### src/design/mvts_pkg.sv
// Package: types, sizes and codes shared by the min-run-time scheduler files.
package mvts_pkg;

	localparam int CAPACITY = 64;
	localparam int CNT_W    = $clog2(CAPACITY + 1);
	localparam int TIME_W   = 32;
	localparam int ID_W     = 16;
	localparam int QUANT_W  = 16;
	localparam int OCC_W    = 7;

	// request codes
	localparam logic REQ_ADD = 1'b0;
	localparam logic REQ_RUN = 1'b1;

	// cell operation codes
	localparam logic [1:0] OP_HOLD = 2'd0;
	localparam logic [1:0] OP_ADD  = 2'd1;
	localparam logic [1:0] OP_RUN  = 2'd2;

	typedef struct packed {
		logic               req_type;
		logic [ID_W-1:0]    task_id;
		logic [TIME_W-1:0]  start_time;
		logic [QUANT_W-1:0] quantum;
	} req_t;

	typedef struct packed {
		logic              ok;
		logic [ID_W-1:0]   chosen_id;
		logic [TIME_W-1:0] old_time;
		logic [TIME_W-1:0] new_time;
		logic [OCC_W-1:0]  occupancy;
	} rsp_t;

	typedef struct packed {
		logic [TIME_W-1:0] vtime;
		logic [ID_W-1:0]   id;
	} entry_t;

	// count reported modulo 128
	function automatic logic [OCC_W-1:0] occ_of(input logic [CNT_W-1:0] cnt);
		logic [31:0] w;
		w = 32'(cnt);
		return w[OCC_W-1:0];
	endfunction

endpackage

### src/design/mvts_cell.sv
// One slot of the sorted task row: holds an entry and moves it left or right.
module mvts_cell (
	input  logic                        clk,
	input  logic [1:0]                  op,
	input  logic [mvts_pkg::TIME_W-1:0] key,
	input  mvts_pkg::entry_t            new_entry,
	input  mvts_pkg::entry_t            left,
	input  mvts_pkg::entry_t            right,
	input  logic                        left_gt,
	input  logic                        right_gt,
	input  logic                        occupied,
	input  logic                        head,
	output mvts_pkg::entry_t            entry,
	output logic                        gt
);
	import mvts_pkg::*;

	entry_t entry_q;
	entry_t entry_d;
	logic   run_left;

	// empty slots rank after everything
	assign gt = !occupied || (entry_q.vtime > key);
	assign entry = entry_q;

	// on a run the row shifts left by one; the slot to our left after the
	// shift is ourselves, except at the head which is being removed
	assign run_left = head ? 1'b0 : gt;

	always_comb begin
		entry_d = entry_q;
		case (op)
			OP_ADD: begin
				if (gt && left_gt) begin
					entry_d = left;
				end else if (gt) begin
					entry_d = new_entry;
				end
			end
			OP_RUN: begin
				if (right_gt && run_left) begin
					entry_d = entry_q;
				end else if (right_gt) begin
					entry_d = new_entry;
				end else begin
					entry_d = right;
				end
			end
			default: begin
				entry_d = entry_q;
			end
		endcase
	end

	always_ff @(posedge clk) begin
		entry_q <= entry_d;
	end

endmodule

### config.mk
export PLATFORM = sky130hd
export DESIGN_NAME = mvts_cell
export DESIGN_NICKNAME = d
export VERILOG_FILES = /design/src/design/mvts_pkg.sv /design/src/design/mvts_cell.sv
export SDC_FILE = /design/constraint.sdc
export NUM_CORES = 1
export LEC_CHECK = 0
export BUFFER_PORTS_ARGS = -buffer_cell sky130_fd_sc_hd__buf_4
export CAP_MARGIN = 30
export CORE_ASPECT_RATIO = 1.75
export CORE_MARGIN = 3
export CORE_UTILIZATION = 25
export DETAILED_ROUTE_END_ITERATION = 7
export PLACE_DENSITY = 0.65
export SLEW_MARGIN = 10
export SYNTH_ARGS = -nofsm -noshare
export SYNTH_HDL_FRONTEND = slang
export SYNTH_SLANG_ARGS = --single-unit
### constraint.sdc
create_clock -name clk -period 4.9 [get_ports clk]
set_clock_uncertainty 0.1 [all_clocks]
set_input_delay 0.49 -clock clk [delete_from_list [all_inputs] [get_ports clk]]
set_output_delay 0.49 -clock clk [all_outputs]
set_load 0.01 [all_outputs]
==> results.sh, run 1 <==
export IMPL_end_kind="flop"
export IMPL_synth_common_cells="98 x nor2_1, 49 x a311oi_1, 48 x edfxtp_1, 33 x inv_1, 32 x ha_1"
export IMPL_pwr_share_clk_pct=27.8
export IMPL_first_iter_violations=231
export IMPL_pwr_density_cell_mw_per_mm2=236
export IMPL_hold_violations=0
export IMPL_clockBufferDepth=2
export IMPL_dpl_hpwl_mm=12.1
export IMPL_post_place_ws_ps=978
export IMPL_yosysWarnings=0
export IMPL_fp_row_count=58
export IMPL_seqPwrFrac_pct=38.3
export IMPL_ys_seq_area_share_pct=38.3
export IMPL_synthToLayoutAreaGrowth_pct=56.5
export IMPL_cts_setup_buffers=0
export IMPL_vias=4098
export IMPL_wirelength_mm=15.1
export IMPL_synth_top_flop_cell="edfxtp_1"
export IMPL_fmax_mhz=268
export IMPL_cts_tree="built"
export IMPL_p_switching_w=0.000406
export IMPL_drive_gt1_share_pct=45.9
export IMPL_placed_cell_area_sq_mm=0.00568
export IMPL_intPower_w=0.000988
export IMPL_clock_latency_ps=290
export IMPL_io_pins=232
export IMPL_period_needed_ps=3720
export IMPL_ys_async_sr_fraction_pct=0
export IMPL_yosysTopAreaCell="edfxtp_1"
export IMPL_synth_most_common_cell="nor2_1"
export IMPL_swShare_pct=29.1
export IMPL_setup_viol=0
export IMPL_synth_seq_cells=48
export IMPL_post_cts_resized=0
export IMPL_fin_ws_ps=1180
export IMPL_drtPass1Iterations=4
export IMPL_setup_tns_ps=0
export IMPL_via_per_inst=5.20
export IMPL_cp_max_fo=27
export IMPL_netlist_area_leader_share_pct=38.3
export IMPL_critPathLaunchType="flop"
export IMPL_initial_core_util_pct=25.8
export IMPL_die_area_sq_mm=0.0166
export IMPL_cp_cell_sequence="ha_1, nand4_1, nor4_1, nand2_2, o311ai_4, buf_4, a311oi_1, o2bb2ai_4, buf_12"
export IMPL_core_area_sq_mm=0.0146
export IMPL_syn_area_sq_mm=0.00377
export IMPL_hold_class="in -> reg"
export IMPL_drv_cap=0
export IMPL_critPathArrivalTime_ps=3610
export IMPL_antenna_found_initial=0
export IMPL_min_period_over_period_pct=76.0
export IMPL_critPathMaxStageDelay_ps=690
export IMPL_syn_nets=611
export IMPL_cts_inserted_buffers=5
export IMPL_grt_pass1_wl_mm=22.6
export IMPL_whs_ps=468
export IMPL_synth_edf_count=48
export IMPL_netlist_instances=396
export IMPL_synth_cell_types=32
export IMPL_reg2reg_setup_slack_ps=1180
export IMPL_portBuffers=231
export IMPL_ant_nets=0
export IMPL_first_global_vias=4233
export IMPL_outcome="finished clean"
export IMPL_gr_total_overflow=0
export IMPL_combPwrFrac_pct=33.9
export IMPL_slew_headroom_pct=48.4
export IMPL_fp_dieW_um=98.8
export IMPL_synth_area_top_cells="edfxtp_1 38%, a311oi_1 11%, ha_1 11%"
export IMPL_tightest_slew_ps=774
export IMPL_cp_slowest_cell="nor4_1"
export IMPL_routedWlPerCell_um=19.2
export IMPL_fillers=1422
export IMPL_grt_usage_pct=17.1
export IMPL_num_antenna_cells=0
export IMPL_clkTransAtPathRegs_ps=70
export IMPL_total_leakage_power_nw=2.57
export IMPL_largest_reg_flops=48
export IMPL_die_h_um=168
export IMPL_num_nets_final=822
export IMPL_slew_viol_final=0
export IMPL_rsz0062_at_grt="false"
export IMPL_avgSynthCellArea_sq_um=9.51
export IMPL_hold_buffers=0
export IMPL_clock_sinks=48
export IMPL_grt_max_degree=52
export IMPL_place_gp_congestion=0.888
export IMPL_drc=0
export IMPL_crit_type="reg -> reg"
export IMPL_design_area_sq_mm=0.00590
export IMPL_ir_drop_uv=120
export IMPL_cts_root_buf="clkbuf_16"
export IMPL_ctsHtreeMaxLevel=2
export IMPL_worstPathRequired_ps=4790
per-layer routing:
layer,wire length [um],track usage (%),vias to the layer above,share of wire (%)
li1,-,-,1943,-
met1,5290,18.1,1919,35
met2,8160,31.9,198,54
met3,1030,3.19,38,6.8
met4,638,8.09,0,4.2
met5,0,0,-,0
final cells by class:
type,count,area [sq um],share of cell area (%)
multi-input combinational,279,2070,35.1
inverter,33,124,2.10
clock inverter,3,42.5,0.721
tap,180,225,3.82
timing repair buffer,240,1870,31.7
sequential,48,1440,24.4
clock buffer,5,125,2.12
power by group through the flow:
stage | combinational [W] | clock [W] | sequential (W)
detailed placement | 0.000469 | 0 | 0.000543
CTS | 0.000471 | 0.000399 | 0.000534
finish | 0.000472 | 0.000388 | 0.000534
global route | 0.000515 | 0.000416 | 0.000538
floorplan | 0.000209 | 0 | 0.000556
global placement | 0.000456 | 0 | 0.000543
layout by cell type (no fill, tap or decap), types with 2 or more instances in the layout:
cell type	n
clkbuf_16	5
nor2b_1	2
a211oi_1	29
nand4_1	7
a2111oi_2	2
nand2_1	4
edfxtp_1	48
buf_12	2
buf_4	236
inv_1	33
buf_16	2
a21oi_1	12
a211oi_2	20
a311oi_1	49
a21o_1	3
ha_1	32
nand2_2	2
nor2_1	97
nand3_1	5
final timing paths:
path,startpoint,to,cells past startpoint
max,entry[27],entry[29],9
min,right[35],entry[35],3
min reg2reg,entry[47],entry[11],6
max reg2reg,entry[27],entry[29],9
cell families (layout without fill, tap and decap cells):
group,Yosys count,count (layout),share of synthesized area [%]
flip-flops,48,48,38.3
adder cells (fa/ha/maj),32,32,10.6
buffers and inverters,69,281,7.80
AND/OR/NAND/NOR,123,123,14.0
AO/OA/AOI/OAI,124,124,29.3
worst max-delay path: cells and delay by family, from the launching register on:
family / cells / cell delay, ps
compound gates: 3 / 910
fa+ha+maj: 1 / 340
buf+inv: 2 / 530
flops: 1 / 450
simple gates: 3 / 1060
metrics by stage:
stage / total power [W] / utilization [%] / cells
after floorplan: 0.000765 / - / 396
after global placement: 0.000999 / 38.8 / 777
after detailed placement: 0.00101 / 39.0 / 778
after CTS: 0.00140 / 40.1 / 786
after global routing: 0.00147 / 40.4 / 788
final: 0.00139 / 40.4 / 788
(Power assumes the default switching activity.)
==> run 2: changes to the inputs <==
--- a/config.mk
+++ b/config.mk
@@ -5,13 +5,14 @@
 export SDC_FILE = /design/constraint.sdc
 export NUM_CORES = 1
 export LEC_CHECK = 0
+export ABC_AREA = 1
 export BUFFER_PORTS_ARGS = -buffer_cell sky130_fd_sc_hd__buf_4
 export CAP_MARGIN = 30
 export CORE_ASPECT_RATIO = 1.75
 export CORE_MARGIN = 3
 export CORE_UTILIZATION = 25
 export DETAILED_ROUTE_END_ITERATION = 7
-export PLACE_DENSITY = 0.65
+export PLACE_DENSITY = 0.62
 export SLEW_MARGIN = 10
 export SYNTH_ARGS = -nofsm -noshare
 export SYNTH_HDL_FRONTEND = slang
==> constraint.sdc (replaced) <==
create_clock -name clk -period 3.8 [get_ports clk]
set_clock_uncertainty 0.1 [all_clocks]
set_input_delay 0.38 -clock clk [delete_from_list [all_inputs] [get_ports clk]]
set_output_delay 0.38 -clock clk [all_outputs]
set_load 0.01 [all_outputs]
==> results.sh, run 2 <==
export IMPL_die_h_um=178
export IMPL_synth_cell_types=18
export IMPL_cts_inserted_buffers=5
export IMPL_cts_setup_buffers=0
export IMPL_num_antenna_cells=0
export IMPL_clockBufferDepth=2
export IMPL_slew_headroom_pct=39.3
export IMPL_setup_tns_ps=0
export IMPL_syn_nets=836
export IMPL_post_place_ws_ps=684
export IMPL_placed_cell_area_sq_mm=0.00618
export IMPL_ys_seq_area_share_pct=33.9
export IMPL_cp_max_fo=35
export IMPL_critPathArrivalTime_ps=2850
export IMPL_worstPathRequired_ps=3320
export IMPL_routedWlPerCell_um=14.4
export IMPL_netlist_instances=621
export IMPL_antenna_found_initial=0
export IMPL_layout_common_cells="235 x buf_4, 184 x nand2_1, 136 x inv_1"
export IMPL_drc=0
export IMPL_vias=4667
export IMPL_pwr_density_cell_mw_per_mm2=287
export IMPL_first_iter_violations=223
export IMPL_grt_usage_pct=15.8
export IMPL_yosysTopAreaCell="edfxtp_1"
export IMPL_layout_commonest_cell="buf_4"
export IMPL_cts_root_buf="clkbuf_16"
export IMPL_synth_top_flop_cell="edfxtp_1"
export IMPL_portBuffers=231
export IMPL_drive_gt1_share_pct=30.0
export IMPL_io_pins=232
export IMPL_synth_area_top_cells="edfxtp_1 34%, nand2_1 16%, inv_1 12%"
export IMPL_hold_violations=0
export IMPL_crit_type="reg -> out"
export IMPL_wirelength_mm=15.1
export IMPL_synth_edf_count=48
export IMPL_largest_reg_flops=48
export IMPL_setup_viol=0
export IMPL_hold_buffers=0
export IMPL_initial_core_util_pct=25.7
export IMPL_ant_nets=0
export IMPL_fin_ws_ps=465
export IMPL_tightest_slew_ps=910
export IMPL_core_area_sq_mm=0.0165
export IMPL_synthToLayoutAreaGrowth_pct=49.0
export IMPL_netlist_area_leader_share_pct=33.9
export IMPL_fillers=1801
export IMPL_cts_tree="built"
export IMPL_drv_cap=0
export IMPL_fmax_mhz=300
export IMPL_total_leakage_power_nw=3.50
export IMPL_end_kind="output port"
export IMPL_clkTransAtPathRegs_ps=70
export IMPL_clock_sinks=48
export IMPL_outcome="finished clean"
export IMPL_num_nets_final=1044
export IMPL_slew_viol_final=0
export IMPL_yosysWarnings=0
export IMPL_first_global_vias=4582
export IMPL_avgSynthCellArea_sq_um=6.84
export IMPL_clock_latency_ps=290
export IMPL_dp_cells=1046
export IMPL_layout_cells_non_filler=1052
export IMPL_fp_row_count=62
export IMPL_design_area_sq_mm=0.00633
export IMPL_fp_dieW_um=105
export IMPL_period_needed_ps=3330
export IMPL_drtPass1Iterations=4
export IMPL_synth_common_cells="185 x nand2_1, 137 x inv_1, 99 x nand3_1, 48 x edfxtp_1, 48 x o211ai_1"
export IMPL_via_per_inst=4.44
export IMPL_power_w=0.00182
export IMPL_grt_pass1_wl_mm=23.3
export IMPL_synth_seq_cells=48
export IMPL_ctsHtreeMaxLevel=2
export IMPL_rsz0062_at_grt="false"
export IMPL_post_cts_resized=0
export IMPL_min_period_over_period_pct=87.8
export IMPL_gr_total_overflow=0
export IMPL_ys_async_sr_fraction_pct=0
export IMPL_dpl_hpwl_mm=11.8
export IMPL_hold_class="in -> reg"
export IMPL_grt_max_degree=72
export IMPL_syn_area_sq_mm=0.00425
export IMPL_place_gp_congestion=0.840
export IMPL_die_area_sq_mm=0.0187
export IMPL_critPathLaunchType="flop"
export IMPL_ir_drop_uv=243
export IMPL_synth_most_common_cell="nand2_1"
## run 2: cell types whose count changed after synthesis, sizes merged, moves of 4 or more
| cell | before | now |
|---|---|---|
| nor2 | 98 | 13 |
| clkbuf | 22 | 26 |
| nand2 | 6 | 187 |
| a311oi | 49 | 0 |
| nand4 | 8 | 2 |
| o211ai | 1 | 48 |
| nand3 | 5 | 99 |
| buf | 14 | 10 |
| a211oi | 49 | 0 |
| inv | 33 | 137 |
## run 2: report_power, final
group          total (W)  switching (W)  internal, W
Combinational   0.000631       0.000327     0.000304
Clock           0.000497       0.000193     0.000304
Sequential      0.000687      0.0000278     0.000659
## run 2: final timing paths
kind | to | slack [ps] | depth (start not counted) | start
worst max-delay path | gt | 470 | 11 | entry[39]
worst min-delay path | entry[13] | 290 | 3 | right[13]
worst max register to register | entry[11] | 760 | 13 | entry[39]
worst min register to register | entry[0] | 1390 | 9 | entry[17]
## run 2: cell families after synthesis
| logic type | count (synthesis) | share of synthesized area (%) |
|---|---|---|
| flops | 48 | 33.9 |
| simple gates | 302 | 29.9 |
| buf+inv | 174 | 16.1 |
| fa+ha+maj | 32 | 9.43 |
| compound gates | 65 | 10.6 |
## run 2: routing by layer
| layer | track usage (%) | wire (um) | share of wire, % | up-vias |
|---|---|---|---|---|
| li1 | - | - | - | 2404 |
| met1 | 17.2 | 5660 | 37 | 2099 |
| met2 | 30.7 | 8350 | 55 | 149 |
| met3 | 2.57 | 775 | 5.1 | 15 |
| met4 | 4.71 | 326 | 2.2 | 0 |
| met5 | 0 | 0 | 0 | - |
## run 2: cell type report
cell class,count,area (sq um),share of cell area (%)
clock inverter,1,30.0,0.474
inverter,138,518,8.18
timing repair buffer,237,1800,28.5
clock buffer,5,125,1.98
multi-input combinational,399,2130,33.7
sequential,48,1440,22.8
tap,224,280,4.43
## run 2: stage by stage
stage / hold slack [ps] / utilization, %
final: 295 / 38.3
after detailed placement: 592 / 37.4
after floorplan: 501 / -
after global placement: 591 / 37.4
after global routing: 297 / 38.3
after CTS: 286 / 38.3
## run 2: worst max-delay path, stage by stage, from the launching register on
cell and delay (ps):
edfxtp_1 420, ha_1 310, nand2_1 80, nor2_1 160
nand4_1 120, nor2_1 270, nand2_1 90, nand2_1 60
nand2_1 100, nand2_2 300, buf_4 450, buf_4 200
==> run 3: changes to the inputs <==
--- a/config.mk
+++ b/config.mk
@@ -13,7 +13,6 @@
 export CORE_UTILIZATION = 25
 export DETAILED_ROUTE_END_ITERATION = 7
 export PLACE_DENSITY = 0.62
-export SLEW_MARGIN = 10
 export SYNTH_ARGS = -nofsm -noshare
 export SYNTH_HDL_FRONTEND = slang
 export SYNTH_SLANG_ARGS = --single-unit
==> constraint.sdc (replaced) <==
create_clock -name clk -period 3.78 [get_ports clk]
set_clock_uncertainty 0.1 [all_clocks]
set_input_delay 0.378 -clock clk [delete_from_list [all_inputs] [get_ports clk]]
set_output_delay 0.378 -clock clk [all_outputs]
set_load 0.05 [all_outputs]
==> results.sh, run 3 (synthesis gave the netlist of run 2 again) <==
export IMPL_outcome="finished clean"
export IMPL_cts_tree="built"
export IMPL_place_gp_congestion=0.845
export IMPL_power_w=0.00200
export IMPL_reg2reg_setup_slack_ps=880
export IMPL_critPathLaunch="entry[47]"
export IMPL_grt_usage_pct=16.1
export IMPL_dp_cells=1046
export IMPL_ir_drop_uv=179
export IMPL_setup_viol=0
export IMPL_cts_setup_buffers=0
export IMPL_core_area_sq_mm=0.0165
export IMPL_ant_nets=0
export IMPL_critPathBufInv=2
export IMPL_layout_common_cells="235 x buf_4, 184 x nand2_1, 136 x inv_1"
export IMPL_setup_tns_ps=0
export IMPL_r2r_end="entry[28]"
export IMPL_initial_core_util_pct=25.7
export IMPL_grt_max_degree=75
export IMPL_antenna_found_initial=0
export IMPL_pwr_density_cell_mw_per_mm2=315
export IMPL_fp_dieW_um=105
export IMPL_tightest_slew_ps=927
export IMPL_layout_cells_non_filler=1054
export IMPL_clock_sinks=48
export IMPL_total_leakage_power_nw=3.50
export IMPL_layout_commonest_cell="buf_4"
export IMPL_via_per_inst=4.42
export IMPL_critPathArrivalTime_ps=2770
export IMPL_cp_max_fo=48
export IMPL_clkTransAtPathRegs_ps=70
export IMPL_num_nets_final=1044
export IMPL_drc=0
export IMPL_clock_latency_ps=290
export IMPL_worstPathRequired_ps=3650
export IMPL_gr_total_overflow=0
export IMPL_routedWlPerCell_um=14.6
export IMPL_synthToLayoutAreaGrowth_pct=49.2
export IMPL_wirelength_mm=15.4
export IMPL_min_period_over_period_pct=76.6
export IMPL_rsz0062_at_grt="false"
export IMPL_grt_pass1_wl_mm=23.7
export IMPL_end_kind="flop"
export IMPL_cp_cell_sequence="ha_1, nand2_1, nor2_1, nand2_1, nor2_1, nand2_1, nand2_1, nand2_1, nand2_2, buf_4, nand3_1, nand2_2, buf_12"
export IMPL_io_pins=232
export IMPL_drive_gt1_share_pct=30.0
export IMPL_post_cts_resized=0
export IMPL_drtPass1Iterations=5
export IMPL_critPathTopFamily="simple AND/OR/NAND/NOR gates"
export IMPL_critPathMaxStageDelay_ps=420
export IMPL_die_area_sq_mm=0.0187
export IMPL_cpMostUsedCell="nand2_1"
export IMPL_hold_violations=0
export IMPL_critPathLaunchType="flop"
export IMPL_crit_type="reg -> reg"
export IMPL_dpl_hpwl_mm=12.1
export IMPL_clockBufferDepth=2
export IMPL_portBuffers=231
export IMPL_period_needed_ps=2900
export IMPL_slew_viol_final=0
export IMPL_drv_cap=0
export IMPL_die_h_um=178
export IMPL_critPathCapture="entry[28]"
export IMPL_cp_slowest_cell="edfxtp_1"
export IMPL_first_global_vias=4643
export IMPL_vias=4661
export IMPL_hold_class="in -> reg"
export IMPL_first_iter_violations=159
export IMPL_slew_headroom_pct=38.1
export IMPL_reg2reg_from="entry[47]"
export IMPL_rr_worst_depth=13
export IMPL_ctsHtreeMaxLevel=2
export IMPL_fp_row_count=62
export IMPL_num_antenna_cells=0
export IMPL_hold_buffers=0
export IMPL_cp_depth=13
export IMPL_cts_root_buf="clkbuf_16"
export IMPL_fmax_mhz=345
export IMPL_cts_inserted_buffers=5
export IMPL_largest_reg_flops=48
-- run 3: changes by cell type in the layout (fill, tap and decap cells not counted), sizes merged --
| cell | change |
|---|---|
| clkinv | +1 |
| clkbuf | +1 |
-- run 3: worst min path at each step --
stage | to | cells past startpoint | from | slack (ps)
finish | entry[26] | 3 | right[26] | 290
CTS | entry[26] | 3 | right[26] | 290
floorplan | entry[0] | 2 | right[0] | 500
detailed placement | entry[26] | 3 | right[26] | 590
global route | entry[25] | 3 | right[25] | 300
global placement | entry[24] | 3 | right[24] | 590
-- run 3: report_power, final --
part           internal, W  switching, W  total, W
Combinational     0.000311      0.000487  0.000797
Sequential        0.000663     0.0000293  0.000692
Clock             0.000312      0.000196  0.000508
Total              0.00129      0.000712   0.00200
-- run 3: area by class of cell --
class	count	area, sq um
Multi-Input combinational cell	399	2130
Inverter	138	518
Timing Repair Buffer	237	1800
Tap cell	224	280
Clock buffer	6	129
Sequential cell	48	1440
Fill cell	1787	10200
Clock inverter	2	35.0
-- run 3: through the flow --
| step | setup WS [ps] | hold slack, ps | cell area [sq um] | utilization, % |
|---|---|---|---|---|
| floorplan | 160 | 499 | 4250 | - |
| global placement | 804 | 588 | 6180 | 37.4 |
| detailed placement | 736 | 593 | 6180 | 37.4 |
| CTS | 803 | 286 | 6340 | 38.4 |
| global route | 636 | 297 | 6340 | 38.4 |
| finish | 883 | 292 | 6340 | 38.4 |
-- run 3: tightest hold or removal path, stage by stage --
cell and delay (ps):
buf_4 80, o211ai_1 70, nand2_1 60
-- run 3: routing by layer --
layer | routed length (um) | share of wire (%) | track usage, %
met1 | 5500 | 36 | 17.3
met2 | 8580 | 56 | 31.2
met3 | 843 | 5.5 | 2.54
met4 | 450 | 2.9 | 6.21
met5 | 0 | 0 | 0
